--- src/hw/rtl/clns_pkg.sv ---
package clns_pkg;

  typedef enum logic [2:0] {
    ACT_INIT     = 3'd0,
    ACT_COMMAND  = 3'd1,
    ACT_CHAR     = 3'd2,
    ACT_ADDRESS  = 3'd3,
    ACT_POSITION = 3'd4,
    ACT_GLYPH    = 3'd5
  } action_e;

  typedef enum logic [1:0] {
    WAIT_NORMAL   = 2'd0,
    WAIT_EXTENDED = 2'd1,
    WAIT_POWER_UP = 2'd2,
    WAIT_INIT     = 2'd3
  } wait_e;

  typedef enum logic [2:0] {
    CFG_FUNCTION_SET    = 3'd0,
    CFG_ENTRY_MODE      = 3'd1,
    CFG_DISPLAY_CONTROL = 3'd2,
    CFG_LINE_TWO_BASE   = 3'd3,
    CFG_LINE_THREE_BASE = 3'd4,
    CFG_LINE_FOUR_BASE  = 3'd5
  } cfg_idx_e;

  localparam int unsigned CfgIdxW  = 3;
  localparam int unsigned CfgDataW = 8;
  localparam int unsigned MaxBytes = 4;

  localparam logic [7:0] FunctionSetRst    = 8'h28;
  localparam logic [7:0] EntryModeRst      = 8'h06;
  localparam logic [7:0] DisplayControlRst = 8'h0E;
  localparam logic [6:0] LineTwoBaseRst    = 7'h40;
  localparam logic [6:0] LineThreeBaseRst  = 7'h14;
  localparam logic [6:0] LineFourBaseRst   = 7'h54;

  localparam logic [7:0] CmdClear   = 8'h01;
  localparam logic [7:0] CmdSetCgram = 8'h40;
  localparam logic [7:0] CmdSetDdram = 8'h80;

  localparam logic [3:0] InitNibbleEight = 4'h3;
  localparam logic [3:0] InitNibbleFour  = 4'h2;

  typedef struct packed {
    logic [2:0] action;
    logic [7:0] byte_value;
    logic [6:0] address;
    logic [2:0] display_line;
    logic [5:0] display_column;
    logic [2:0] glyph_row;
  } req_t;

  typedef struct packed {
    logic       register_select;
    logic [3:0] nibble;
    logic [1:0] wait_code;
    logic       last_strobe;
  } strobe_t;

  typedef struct packed {
    logic                      prefix;
    logic [2:0]                nbytes;
    logic [MaxBytes-1:0]       rs;
    logic [MaxBytes-1:0][7:0]  bytes;
  } job_t;

  typedef struct packed {
    logic [7:0] function_set;
    logic [7:0] entry_mode;
    logic [7:0] display_control;
    logic [6:0] line_two_base;
    logic [6:0] line_three_base;
    logic [6:0] line_four_base;
  } cfg_t;

endpackage

--- src/hw/rtl/clns_stream_if.sv ---
interface clns_stream_if #(
  parameter type T = logic
) ();
  logic valid;
  logic ready;
  T     data;

  modport source (output valid, output data, input ready);
  modport sink (input valid, input data, output ready);
endinterface

--- src/hw/rtl/clns_front.sv ---
module clns_front (
  input  logic                               clk_i,
  input  logic                               rst_ni,
  input  logic                               cfg_we_i,
  input  logic [clns_pkg::CfgIdxW-1:0]       cfg_idx_i,
  input  logic [clns_pkg::CfgDataW-1:0]      cfg_wdata_i,
  input  logic                               req_valid_i,
  input  clns_pkg::req_t                     req_i,
  output logic                               req_ready_o,
  input  logic                               q_full_i,
  output logic                               push_o,
  output clns_pkg::job_t                     job_o
);

  clns_pkg::cfg_t cfg_q;
  logic [6:0]     base;
  logic           pos_ok;
  logic [6:0]     pos_addr;
  clns_pkg::job_t job;

  always_ff @(posedge clk_i or negedge rst_ni) begin
    if (!rst_ni) begin
      cfg_q.function_set    <= clns_pkg::FunctionSetRst;
      cfg_q.entry_mode      <= clns_pkg::EntryModeRst;
      cfg_q.display_control <= clns_pkg::DisplayControlRst;
      cfg_q.line_two_base   <= clns_pkg::LineTwoBaseRst;
      cfg_q.line_three_base <= clns_pkg::LineThreeBaseRst;
      cfg_q.line_four_base  <= clns_pkg::LineFourBaseRst;
    end else if (cfg_we_i) begin
      case (cfg_idx_i)
        clns_pkg::CFG_FUNCTION_SET:    cfg_q.function_set    <= cfg_wdata_i;
        clns_pkg::CFG_ENTRY_MODE:      cfg_q.entry_mode      <= cfg_wdata_i;
        clns_pkg::CFG_DISPLAY_CONTROL: cfg_q.display_control <= cfg_wdata_i;
        clns_pkg::CFG_LINE_TWO_BASE:   cfg_q.line_two_base   <= cfg_wdata_i[6:0];
        clns_pkg::CFG_LINE_THREE_BASE: cfg_q.line_three_base <= cfg_wdata_i[6:0];
        clns_pkg::CFG_LINE_FOUR_BASE:  cfg_q.line_four_base  <= cfg_wdata_i[6:0];
        default: ;
      endcase
    end
  end

  always_comb begin
    pos_ok = 1'b1;
    case (req_i.display_line)
      3'd1:    base = 7'd0;
      3'd2:    base = cfg_q.line_two_base;
      3'd3:    base = cfg_q.line_three_base;
      3'd4:    base = cfg_q.line_four_base;
      default: begin
        base   = 7'd0;
        pos_ok = 1'b0;
      end
    endcase
    if (req_i.display_column == 6'd0) pos_ok = 1'b0;
    pos_addr = base + {1'b0, req_i.display_column} - 7'd1;
  end

  always_comb begin
    job = '0;
    case (req_i.action)
      clns_pkg::ACT_INIT: begin
        job.prefix   = 1'b1;
        job.nbytes   = 3'd4;
        job.bytes[0] = cfg_q.function_set;
        job.bytes[1] = cfg_q.entry_mode;
        job.bytes[2] = cfg_q.display_control;
        job.bytes[3] = clns_pkg::CmdClear;
      end
      clns_pkg::ACT_COMMAND: begin
        job.nbytes   = 3'd1;
        job.bytes[0] = req_i.byte_value;
      end
      clns_pkg::ACT_CHAR: begin
        job.nbytes   = 3'd1;
        job.rs[0]    = 1'b1;
        job.bytes[0] = req_i.byte_value;
      end
      clns_pkg::ACT_ADDRESS: begin
        job.nbytes   = 3'd1;
        job.bytes[0] = clns_pkg::CmdSetDdram | {1'b0, req_i.address};
      end
      clns_pkg::ACT_POSITION: begin
        if (pos_ok) begin
          job.nbytes   = 3'd1;
          job.bytes[0] = clns_pkg::CmdSetDdram | {1'b0, pos_addr};
        end
      end
      clns_pkg::ACT_GLYPH: begin
        if (req_i.glyph_row == 3'd0) begin
          job.nbytes   = 3'd2;
          job.bytes[0] = clns_pkg::CmdSetCgram | {2'b00, req_i.address[2:0], 3'b000};
          job.rs[1]    = 1'b1;
          job.bytes[1] = req_i.byte_value;
        end else if (req_i.glyph_row == 3'd7) begin
          job.nbytes   = 3'd2;
          job.rs[0]    = 1'b1;
          job.bytes[0] = req_i.byte_value;
          job.bytes[1] = clns_pkg::CmdSetDdram;
        end else begin
          job.nbytes   = 3'd1;
          job.rs[0]    = 1'b1;
          job.bytes[0] = req_i.byte_value;
        end
      end
      default: ;
    endcase
  end

  // requests that emit nothing are accepted and dropped
  assign req_ready_o = !q_full_i;
  assign push_o      = req_valid_i && !q_full_i && (job.nbytes != 3'd0);
  assign job_o       = job;

endmodule

--- src/hw/rtl/clns_fifo.sv ---
module clns_fifo #(
  parameter int unsigned Depth = 2
) (
  input  logic           clk_i,
  input  logic           rst_ni,
  input  logic           push_i,
  input  clns_pkg::job_t wdata_i,
  input  logic           pop_i,
  output logic           full_o,
  output logic           valid_o,
  output clns_pkg::job_t rdata_o
);

  localparam int unsigned PtrW = $clog2(Depth);
  localparam int unsigned CntW = $clog2(Depth + 1);

  clns_pkg::job_t      mem_q [Depth];
  logic [PtrW-1:0]     wptr_q, wptr_d;
  logic [PtrW-1:0]     rptr_q, rptr_d;
  logic [CntW-1:0]     cnt_q, cnt_d;
  logic                do_push, do_pop;

  assign full_o  = (cnt_q == CntW'(Depth));
  assign valid_o = (cnt_q != '0);
  assign rdata_o = mem_q[rptr_q];
  assign do_push = push_i && !full_o;
  assign do_pop  = pop_i && valid_o;

  always_comb begin
    wptr_d = wptr_q;
    rptr_d = rptr_q;
    cnt_d  = cnt_q;
    if (do_push) begin
      wptr_d = (wptr_q == PtrW'(Depth - 1)) ? '0 : wptr_q + PtrW'(1);
    end
    if (do_pop) begin
      rptr_d = (rptr_q == PtrW'(Depth - 1)) ? '0 : rptr_q + PtrW'(1);
    end
    if (do_push && !do_pop) cnt_d = cnt_q + CntW'(1);
    else if (!do_push && do_pop) cnt_d = cnt_q - CntW'(1);
  end

  always_ff @(posedge clk_i or negedge rst_ni) begin
    if (!rst_ni) begin
      wptr_q <= '0;
      rptr_q <= '0;
      cnt_q  <= '0;
    end else begin
      wptr_q <= wptr_d;
      rptr_q <= rptr_d;
      cnt_q  <= cnt_d;
    end
  end

  always_ff @(posedge clk_i) begin
    if (do_push) mem_q[wptr_q] <= wdata_i;
  end

endmodule

--- src/hw/rtl/clns_back.sv ---
module clns_back (
  input  logic              clk_i,
  input  logic              rst_ni,
  input  logic              job_valid_i,
  input  clns_pkg::job_t    job_i,
  output logic              pop_o,
  output logic              strobe_valid_o,
  input  logic              strobe_ready_i,
  output clns_pkg::strobe_t strobe_o
);

  logic [3:0]        step_q, step_d;
  logic              out_valid_q, out_valid_d;
  clns_pkg::strobe_t out_q, out_d;
  logic [3:0]        total;
  logic [3:0]        bstep;
  logic              in_prefix;
  logic              is_last;
  logic              advance;
  logic [7:0]        cur_byte;
  logic              cur_rs;
  clns_pkg::strobe_t cur;

  assign total     = {1'b0, job_i.prefix, 2'b00} + {job_i.nbytes, 1'b0};
  assign in_prefix = job_i.prefix && (step_q[3:2] == 2'b00);
  assign bstep     = step_q - (job_i.prefix ? 4'd4 : 4'd0);
  assign cur_byte  = job_i.bytes[bstep[2:1]];
  assign cur_rs    = job_i.rs[bstep[2:1]];
  assign is_last   = (step_q == total - 4'd1);
  assign advance   = job_valid_i && (!out_valid_q || strobe_ready_i);

  always_comb begin
    cur = '0;
    cur.last_strobe = is_last;
    if (in_prefix) begin
      case (step_q[1:0])
        2'd0: begin
          cur.nibble    = clns_pkg::InitNibbleEight;
          cur.wait_code = clns_pkg::WAIT_POWER_UP;
        end
        2'd3: begin
          cur.nibble    = clns_pkg::InitNibbleFour;
          cur.wait_code = clns_pkg::WAIT_NORMAL;
        end
        default: begin
          cur.nibble    = clns_pkg::InitNibbleEight;
          cur.wait_code = clns_pkg::WAIT_INIT;
        end
      endcase
    end else begin
      cur.register_select = cur_rs;
      if (!bstep[0]) begin
        cur.nibble    = cur_byte[7:4];
        cur.wait_code = clns_pkg::WAIT_NORMAL;
      end else begin
        cur.nibble = cur_byte[3:0];
        // clear and home need the long wait
        if (!cur_rs && (cur_byte == 8'd1 || cur_byte == 8'd2 || cur_byte == 8'd3)) begin
          cur.wait_code = clns_pkg::WAIT_EXTENDED;
        end else begin
          cur.wait_code = clns_pkg::WAIT_NORMAL;
        end
      end
    end
  end

  always_comb begin
    step_d      = step_q;
    out_valid_d = out_valid_q;
    out_d       = out_q;
    if (advance) begin
      out_valid_d = 1'b1;
      out_d       = cur;
      step_d      = is_last ? 4'd0 : step_q + 4'd1;
    end else if (strobe_ready_i) begin
      out_valid_d = 1'b0;
    end
  end

  always_ff @(posedge clk_i or negedge rst_ni) begin
    if (!rst_ni) begin
      step_q      <= '0;
      out_valid_q <= 1'b0;
    end else begin
      step_q      <= step_d;
      out_valid_q <= out_valid_d;
    end
  end

  always_ff @(posedge clk_i) begin
    out_q <= out_d;
  end

  assign pop_o          = advance && is_last;
  assign strobe_valid_o = out_valid_q;
  assign strobe_o       = out_q;

endmodule

--- src/hw/rtl/char_lcd_nibble_sequencer_top.sv ---
// Channel    Direction  Payload                                         Transaction
// req_i      in         action, byte_value, address, line, column, row  valid & ready
// strobe_o   out        register_select, nibble, wait_code, last_strobe valid & ready
// cfg        in         cfg_idx_i, cfg_wdata_i                          cfg_we_i
//
// One strobe per cycle out of the back end while the receiver is ready; a
// request yields 0, 2, 4 or 12 strobes (12 for init). Requests are
// classified combinationally and queued (QueueDepth entries), so the input
// keeps taking transactions while strobes drain, until the queue is full.
// Reset clears the queue, the step counter and the output valid and loads
// the default configuration. No clearing pass.
module char_lcd_nibble_sequencer_top #(
  parameter int unsigned QueueDepth = 2
) (
  input  logic                          clk_i,
  input  logic                          rst_ni,
  input  logic                          cfg_we_i,
  input  logic [clns_pkg::CfgIdxW-1:0]  cfg_idx_i,
  input  logic [clns_pkg::CfgDataW-1:0] cfg_wdata_i,
  clns_stream_if.sink                   req_i,
  clns_stream_if.source                 strobe_o
);

  logic              q_full;
  logic              q_push;
  logic              q_pop;
  logic              q_valid;
  clns_pkg::job_t    q_wdata;
  clns_pkg::job_t    q_rdata;
  clns_pkg::req_t    req;
  clns_pkg::strobe_t strobe;

  assign req           = req_i.data;
  assign strobe_o.data = strobe;

  clns_front u_front (
    .clk_i       (clk_i),
    .rst_ni      (rst_ni),
    .cfg_we_i    (cfg_we_i),
    .cfg_idx_i   (cfg_idx_i),
    .cfg_wdata_i (cfg_wdata_i),
    .req_valid_i (req_i.valid),
    .req_i       (req),
    .req_ready_o (req_i.ready),
    .q_full_i    (q_full),
    .push_o      (q_push),
    .job_o       (q_wdata)
  );

  clns_fifo #(
    .Depth (QueueDepth)
  ) u_fifo (
    .clk_i   (clk_i),
    .rst_ni  (rst_ni),
    .push_i  (q_push),
    .wdata_i (q_wdata),
    .pop_i   (q_pop),
    .full_o  (q_full),
    .valid_o (q_valid),
    .rdata_o (q_rdata)
  );

  clns_back u_back (
    .clk_i          (clk_i),
    .rst_ni         (rst_ni),
    .job_valid_i    (q_valid),
    .job_i          (q_rdata),
    .pop_o          (q_pop),
    .strobe_valid_o (strobe_o.valid),
    .strobe_ready_i (strobe_o.ready),
    .strobe_o       (strobe)
  );

`ifndef ASSERT_OFF
  a_push_not_full: assert property (@(posedge clk_i) disable iff (!rst_ni)
    q_push |-> !q_full)
    else $error("queue push while full");

  a_pop_has_job: assert property (@(posedge clk_i) disable iff (!rst_ni)
    q_pop |-> q_valid)
    else $error("queue pop while empty");

  a_ext_wait_cmd: assert property (@(posedge clk_i) disable iff (!rst_ni)
    (strobe_o.valid && strobe.wait_code == clns_pkg::WAIT_EXTENDED) |->
      (!strobe.register_select &&
       (strobe.nibble == 4'd1 || strobe.nibble == 4'd2 || strobe.nibble == 4'd3)))
    else $error("extended wait on a non-clear strobe");

  a_data_no_wait: assert property (@(posedge clk_i) disable iff (!rst_ni)
    (strobe_o.valid && strobe.register_select) |->
      (strobe.wait_code == clns_pkg::WAIT_NORMAL))
    else $error("data strobe carries a wait");

  a_power_up_first: assert property (@(posedge clk_i) disable iff (!rst_ni)
    (strobe_o.valid && strobe_o.ready &&
     strobe.wait_code == clns_pkg::WAIT_POWER_UP) |=>
      (!strobe_o.valid || strobe.wait_code == clns_pkg::WAIT_INIT))
    else $error("power-up strobe not followed by init strobe");
`endif

endmodule

--- src/flat_wrapper.sv ---
// flat-port wrapper written by rule: the top's interface ports become plain ports
module char_lcd_nibble_sequencer_top_flat 
#(
  parameter int unsigned QueueDepth = 2
)
  (clk_i, rst_ni, cfg_we_i, cfg_idx_i, cfg_wdata_i, req_i_valid, req_i_data, req_i_ready, strobe_o_valid, strobe_o_data, strobe_o_ready);
  clns_stream_if #(.T(clns_pkg::req_t)) req_i_i ();
  clns_stream_if #(.T(clns_pkg::strobe_t)) strobe_o_i ();
  input  logic clk_i;
  input  logic rst_ni;
  input  logic cfg_we_i;
  input  logic [clns_pkg::CfgIdxW-1:0] cfg_idx_i;
  input  logic [clns_pkg::CfgDataW-1:0] cfg_wdata_i;
  input wire logic [$bits(req_i_i.valid)-1:0] req_i_valid;
  input wire logic [$bits(req_i_i.data)-1:0] req_i_data;
  output wire logic [$bits(req_i_i.ready)-1:0] req_i_ready;
  output wire logic [$bits(strobe_o_i.valid)-1:0] strobe_o_valid;
  output wire logic [$bits(strobe_o_i.data)-1:0] strobe_o_data;
  input wire logic [$bits(strobe_o_i.ready)-1:0] strobe_o_ready;
  assign req_i_i.valid = req_i_valid;
  assign req_i_i.data = req_i_data;
  assign req_i_ready = req_i_i.ready;
  assign strobe_o_valid = strobe_o_i.valid;
  assign strobe_o_data = strobe_o_i.data;
  assign strobe_o_i.ready = strobe_o_ready;
  char_lcd_nibble_sequencer_top #(.QueueDepth(QueueDepth)) u_core (.clk_i(clk_i), .rst_ni(rst_ni), .cfg_we_i(cfg_we_i), .cfg_idx_i(cfg_idx_i), .cfg_wdata_i(cfg_wdata_i), .req_i(req_i_i), .strobe_o(strobe_o_i));
endmodule
--- config.mk ---
export PLATFORM = sky130hd
export DESIGN_NAME = char_lcd_nibble_sequencer_top_flat
export DESIGN_NICKNAME = d
export VERILOG_FILES = /design/src/hw/rtl/clns_pkg.sv /design/src/hw/rtl/clns_stream_if.sv /design/src/hw/rtl/clns_front.sv /design/src/hw/rtl/clns_fifo.sv /design/src/hw/rtl/clns_back.sv /design/src/hw/rtl/char_lcd_nibble_sequencer_top.sv /design/src/flat_wrapper.sv
export SDC_FILE = /design/constraint.sdc
export NUM_CORES = 1
export LEC_CHECK = 0
export ABC_AREA = 1
export BUFFER_PORTS_ARGS = -buffer_cell sky130_fd_sc_hd__clkbuf_2
export CAP_MARGIN = 25
export CORE_UTILIZATION = 47
export CTS_CLUSTER_DIAMETER = 40
export DETAILED_ROUTE_END_ITERATION = 6
export PLACE_DENSITY = 0.76
export SYNTH_ARGS = -nofsm -noshare
export SYNTH_HDL_FRONTEND = slang
export SYNTH_SLANG_ARGS = --single-unit
--- constraint.sdc ---
create_clock -name clk_i -period 2.6 [get_ports clk_i]
set_input_delay 0.13 -clock clk_i [delete_from_list [all_inputs] [get_ports clk_i]]
set_output_delay 0.13 -clock clk_i [all_outputs]
set_load 0.01 [all_outputs]
==> results of run 1 <==
## per-layer routing
metal  up-vias  track usage, %  wire (um)
met2       161           39.15       6956
met3        38           6.057        723
li1       2299               -          -
met1      2223           25.90       5551
met5         -               0          0
met4         0           11.52        516
## worst reg2reg max path, delay by kind of cell (launching register included)
family	cells	cell delay, ns
AND/OR/NAND/NOR	7	0.79
adder cells (fa/ha/maj)	2	0.72
flip-flops	1	0.44
AO/OA/AOI/OAI	2	0.18
XOR/XNOR	1	0.14
buffers and inverters	2	0.13
## power by group
part           total [mW]  switching [mW]  internal (mW)
clock                2.04           0.807           1.23
combinational        2.23            1.42          0.812
sequential           2.73           0.209           2.52
total                7.00            2.43           4.56
## synthesized netlist by cell type (2+ instances only)
master,n
nor2_1,40
nand2_2,3
nand4_1,8
o211ai_1,3
fa_1,2
inv_2,4
ha_1,14
inv_1,91
clkbuf_1,7
xor2_1,7
nand3_1,30
nand2_1,184
nor2_4,2
or2_2,4
o21ai_0,57
a22o_1,14
o21ai_1,12
buf_2,4
a21oi_1,15
a22oi_1,2
dfstp_2,13
nor3_1,3
buf_6,2
edfxtp_1,66
o2111ai_1,2
buf_4,3
o31ai_1,2
dfrtp_1,41
## cells by family (layout without fill, tap and decap cells)
logic type,after synthesis,count (layout),synth area share (%)
compound gates,113,113,11.18
xor+xnor,8,8,1.188
fa+ha+maj,16,16,3.649
buf+inv,111,202,7.594
flops,120,120,56.79
simple gates,278,278,19.60
## final cells by class
cell class | instances | area (um2) | area share [%]
Clock buffer | 23 | 457.9 | 6.504
Tap cell | 168 | 210.2 | 2.986
Clock inverter | 9 | 53.80 | 0.7642
Timing Repair Buffer | 75 | 455.4 | 6.469
Multi-Input combinational cell | 415 | 2153 | 30.58
Sequential cell | 120 | 3351 | 47.59
Inverter | 95 | 359.1 | 5.100
## what timing repair did
action / 4_1_cts / 5_1_grt
setup buffers: 0 / 2
hold buffers: 2 / 0
setup endpoints to repair: 1 / 3
gates resized for setup: 1 / 12
pin swaps: 0 / 7
hold endpoints to repair: 24 / 0
## sequential cells by signal (all words and copies together) (netlist names)
name and cells:
u_core.u_fifo.mem_q 58, u_core.u_front.cfg_q 45, u_core.u_back.strobe_o 8, u_core.u_back.step_q 4, u_core.u_fifo.cnt_q 2, u_core.u_back.strobe_valid_o 1, u_core.u_fifo.rptr_q 1, u_core.u_fifo.wptr_q 1
## worst paths after layout
kind,startpoint,cells after the start,endpoint
max reg2reg,u_core.u_fifo.rptr_q,14,u_core.u_fifo.cnt_q[1]
min reg2reg,u_core.u_fifo.cnt_q[0],1,u_core.u_fifo.cnt_q[0]
max,u_core.u_fifo.rptr_q,14,u_core.u_fifo.cnt_q[1]
min,req_i_data[16],3,u_core.u_fifo.mem_q[0][4]
max in group asynchronous,rst_ni,3,u_core.u_front.cfg_q[31]
min in group asynchronous,rst_ni,2,u_core.u_back.step_q[1]
## stage by stage
step / power (mW) / TNS [ns] / area [um2]
floorplan: 4.273 / 0 / 5913
global placement: 4.822 / 0 / 6455
detailed placement: 4.911 / -0.02226 / 6455
CTS: 6.978 / 0 / 6988
global route: 7.454 / -0.05519 / 7041
finish: 6.996 / 0 / 7041
==> flow_metrics.env, run 1 <==
export IMPL_stdcell_count=905
export IMPL_dp_cells=869
export IMPL_detail_route_wirelength_mm=13.75
export IMPL_power_leakage_nw=3.305
export IMPL_drc=0
export IMPL_synth_edf_count=66
export IMPL_area_growth_pct=19.37
export IMPL_utilization_pct=58.13
export IMPL_vdd_drop_max_mv=0.5518
export IMPL_crit_path_top_delay_cell="fa_1"
export IMPL_outcome="finished, final reports clean"
export IMPL_syn_nets=708
export IMPL_maxCapViolations=0
export IMPL_dpl_hpwl_mm=9.748
export IMPL_crit_path_end_kind="flip-flop"
export IMPL_h_tree_depth=4
export IMPL_io_buffer_count=55
export IMPL_path_class="flip-flop to flip-flop"
export IMPL_initial_core_util_pct=48.70
export IMPL_hold_path_class="input port to flip-flop"
export IMPL_skew_ns=0.01048
export IMPL_worstPathCellList="inv_4, nand2_4, nand2_2, fa_1, nand2_1, nand2_1, nor4_2, nand2_1, nor2_4, inv_2, ha_4, a21oi_1, o21ai_1, xor2_1"
export IMPL_syn_area_um2=5898
export IMPL_fin_ws_ns=0.08020
export IMPL_grt_pass1_wl_mm=22.01
export IMPL_start_kind="flip-flop"
export IMPL_fp_dieW_um=114.0
export IMPL_timing_fmax_mhz=396.9
export IMPL_crit_family="simple AND/OR/NAND/NOR gates"
export IMPL_slowest_delay_ns=0.50
export IMPL_routed_via_count=4721
export IMPL_grt_ovfl_total=0
export IMPL_yosys_warnings=0
export IMPL_cp_common_cell="nand2_1"
export IMPL_clockBufferDepth=2
export IMPL_antenna_found_initial=0
export IMPL_cts_tree="yes"
export IMPL_syn_avg_cell_area_um2=9.130
export IMPL_ys_seq_area_share_pct=56.79
export IMPL_fin_crit_ns=2.520
export IMPL_first_iter_violations=468
export IMPL_reg2reg_slack_ns=0.08
export IMPL_slew_viol_final=0
export IMPL_cts_root_buf="clkbuf_16"
export IMPL_coreArea_um2=12110
export IMPL_n_antenna_cell=0
export IMPL_report_final_setup_viol=0
export IMPL_period_share_pct=96.92
export IMPL_layout_drive_gt1_share_pct=19.13
export IMPL_layout_commonest_cell="nand2_1"
export IMPL_synth_top_area_cell="edfxtp_1"
export IMPL_ys_types=39
export IMPL_final_cell_mix="nand2_1, inv_1, edfxtp_1"
export IMPL_nNetsFinal=786
export IMPL_pin_count=56
export IMPL_path_max_fanout=7
export IMPL_grt_max_degree=33
export IMPL_wl_per_cell_um=15.19
export IMPL_cts_made_buffers=17
export IMPL_n_fill_cell=1071
export IMPL_synth_async_sr_flop_share_pct=45.00
export IMPL_grt_total_usage_pct=22.68
export IMPL_hold_violations=0
export IMPL_gp_congestion=0.8830
export IMPL_yosysTopAreaCellShare_pct=33.60
export IMPL_cp_data_arrival_time_ns=2.80
export IMPL_powerDensity_nw_per_um2=993.7
export IMPL_drtPass1Iterations=5
export IMPL_synthTopCellsByArea="edfxtp_1, dfrtp_1, nand2_1"
export IMPL_path_buf_inv=2
export IMPL_holdWs_ns=0.08021
export IMPL_postSynthCellCount=646
export IMPL_rows=40
export IMPL_vias_per_cell=5.217
export IMPL_ys_seq_elements=120
export IMPL_die_h_um=114.0
export IMPL_ant_nets=0
export IMPL_dieArea_um2=13000
export IMPL_worst_pin_slew_ns=0.8924
export IMPL_worstPathRequired_ns=2.88
export IMPL_grt_pass1_vias=4625
export IMPL_clkTransAtPathRegs_ns=0.06
export IMPL_place_ws_ns=-0.02226
export IMPL_insertion_delay_ns=0.41
export IMPL_clock_sinks=120
export IMPL_max_slew_margin_rel_pct=40.51
export IMPL_synthFlopType="edfxtp_1"
(Power assumes the default switching activity.)
==> run 2, diff against run 1 <==
==> constraint.sdc (replaced) <==
create_clock -name clk_i -period 2.3 [get_ports clk_i]
set_input_delay 0.115 -clock clk_i [delete_from_list [all_inputs] [get_ports clk_i]]
set_output_delay 0.115 -clock clk_i [all_outputs]
set_load 0.01 [all_outputs]
==> flow_metrics.env, run 2 (synthesis gave the netlist of run 1 again) <==
export IMPL_path_buf_inv=2
export IMPL_routed_via_count=4822
export IMPL_gp_congestion=0.9470
export IMPL_clkTransAtPathRegs_ns=0.06
export IMPL_grt_pass1_wl_mm=23.15
export IMPL_vias_per_cell=5.202
export IMPL_start_kind="flip-flop"
export IMPL_path_class="flip-flop to flip-flop"
export IMPL_cts_tree="yes"
export IMPL_outcome="finished, violations left"
export IMPL_fin_crit_ns=2.489
export IMPL_fin_ws_ns=-0.1895
export IMPL_dp_cells=882
export IMPL_dieArea_um2=13000
export IMPL_rows=40
export IMPL_rsz0062_at_grt="true"
export IMPL_layout_drive_gt1_share_pct=25.30
export IMPL_power_leakage_nw=3.444
export IMPL_dpl_cell_area_um2=6556
export IMPL_vdd_drop_max_mv=0.6458
export IMPL_regMostFlops="u_core.u_fifo.mem_q"
export IMPL_max_slew_margin_rel_pct=51.46
export IMPL_wl_per_cell_um=15.49
export IMPL_period_share_pct=108.2
export IMPL_ant_nets=0
export IMPL_power_switching_mw=2.943
export IMPL_hold_violations=0
export IMPL_powerDensity_nw_per_um2=1150
export IMPL_p_sw_share_pct=34.62
export IMPL_grt_pass1_vias=4776
export IMPL_grt_ovfl_total=0
export IMPL_path_max_fanout=6
export IMPL_coreArea_um2=12110
export IMPL_p_comb_share_pct=33.3
export IMPL_largest_reg_flops=58
export IMPL_pin_count=56
export IMPL_crit_path_top_delay_cell="fa_1"
export IMPL_cp_common_cell="nand2_2"
export IMPL_die_h_um=114.0
export IMPL_fin_area_um2=7392
export IMPL_crit_family="adder cells"
export IMPL_area_growth_pct=25.33
export IMPL_io_buffer_count=55
export IMPL_antenna_found_initial=0
export IMPL_initial_core_util_pct=48.70
export IMPL_pwr_share_clk_pct=30.3
export IMPL_drtPass1Iterations=6
export IMPL_p_seq_share_pct=36.4
export IMPL_n_antenna_cell=0
export IMPL_nNetsFinal=808
export IMPL_drc=0
export IMPL_layout_commonest_cell="nand2_1"
export IMPL_first_iter_violations=472
export IMPL_cts_made_buffers=17
export IMPL_clockBufferDepth=2
export IMPL_violations="negative setup slack"
export IMPL_final_cell_mix="nand2_1, inv_1, edfxtp_1"
export IMPL_fp_dieW_um=114.0
export IMPL_cp_data_arrival_time_ns=2.78
export IMPL_skew_ns=0.008572
export IMPL_maxCapViolations=0
export IMPL_worst_pin_slew_ns=0.7281
export IMPL_tns_ns=-0.5555
export IMPL_holdWs_ns=0.03562
export IMPL_timing_fmax_mhz=401.7
export IMPL_intPower_mw=5.557
export IMPL_hold_path_class="input port to flip-flop"
export IMPL_h_tree_depth=4
export IMPL_dpl_hpwl_mm=9.788
export IMPL_stdcell_count=927
export IMPL_cts_root_buf="clkbuf_16"
export IMPL_utilization_pct=61.03
export IMPL_worstPathCellList="inv_4, nand2_2, nand2_2, fa_1, nor2_2, nor4_2, nand2_1, nor2_4, inv_2, ha_4, a21oi_2, o21ai_1, xor2_1"
export IMPL_slowest_delay_ns=0.58
export IMPL_clock_sinks=120
export IMPL_slew_viol_final=0
export IMPL_worstPathRequired_ns=2.59
export IMPL_grt_total_usage_pct=23.62
export IMPL_crit_path_end_kind="flip-flop"
export IMPL_grt_max_degree=55
export IMPL_detail_route_wirelength_mm=14.36
export IMPL_report_final_setup_viol=8
export IMPL_insertion_delay_ns=0.41
## run 2: changes by cell type in the layout (fill, tap and decap cells not counted), sizes merged
cell | before | now
clkbuf | 78 | 73
buf | 18 | 40
bufinv | 0 | 2
clkinv | 6 | 7
clkinvlp | 1 | 4
inv | 97 | 96
## run 2: worst paths after layout
path                                          startpoint                         to  slack (ns)  cells past startpoint
worst max register to register      u_core.u_fifo.rptr_q     u_core.u_fifo.cnt_q[1]       -0.19                     13
worst min register to register  u_core.u_front.cfg_q[25]   u_core.u_front.cfg_q[25]        0.49                      2
max in group asynchronous                         rst_ni       u_core.u_fifo.rptr_q        1.41                      3
min in group asynchronous                         rst_ni    u_core.u_back.step_q[0]        0.38                      3
worst max-delay path                u_core.u_fifo.rptr_q     u_core.u_fifo.cnt_q[1]       -0.19                     13
worst min-delay path                      req_i_data[18]  u_core.u_fifo.mem_q[1][6]        0.04                      3
## run 2: layer usage
layer | part of all wire, % | vias up | track usage [%]
met2 | 50 | 182 | 40.08
met3 | 5.6 | 40 | 5.260
met5 | 0 | - | 0
met1 | 41 | 2267 | 28.64
met4 | 3.6 | 0 | 11.17
li1 | - | 2333 | -
## run 2: final cells by class
| type | count | area, um2 |
|---|---|---|
| Clock buffer | 18 | 429.2 |
| Clock inverter | 14 | 151.4 |
| Fill cell | 1007 | 4720 |
| Inverter | 95 | 359.1 |
| Multi-Input combinational cell | 415 | 2267 |
| Sequential cell | 120 | 3351 |
| Tap cell | 168 | 210.2 |
| Timing Repair Buffer | 97 | 624.3 |
## run 2: what timing repair did
item                                    CTS  global route
setup buffers                             7             5
resized for setup                        16            24
hold buffers                              2             0
endpoints found under the setup margin    8            15
endpoints found under the hold margin    42             0
pin swaps                                12            14
## run 2: worst register-to-register path, cell delays in order (launching register included)
cell	delay [ns]
dfrtp_2	0.44
inv_4	0.07
nand2_2	0.06
nand2_2	0.07
fa_1	0.58
nor2_2	0.04
nor4_2	0.24
nand2_1	0.16
nor2_4	0.12
inv_2	0.06
ha_4	0.21
a21oi_2	0.09
o21ai_1	0.08
xor2_1	0.14
## run 2: power groups by stage
stage	sequential [mW]	clock, mW	combinational (mW)
finish	3.09	2.58	2.83
global route	3.13	2.72	3.18
CTS	3.08	2.61	2.65
detailed placement	3.11	0	2.53
global placement	3.09	0	2.44
floorplan	3.10	0	1.76
## run 2: through the flow
step | power [mW] | worst slack (ns)
4_1_cts | 8.335 | -0.1118
5_1_grt | 9.027 | -0.3142
2_1_floorplan | 4.855 | -0.2775
6_report | 8.500 | -0.1895
3_5_place_dp | 5.640 | -0.2384
3_3_place_gp | 5.529 | -0.1394
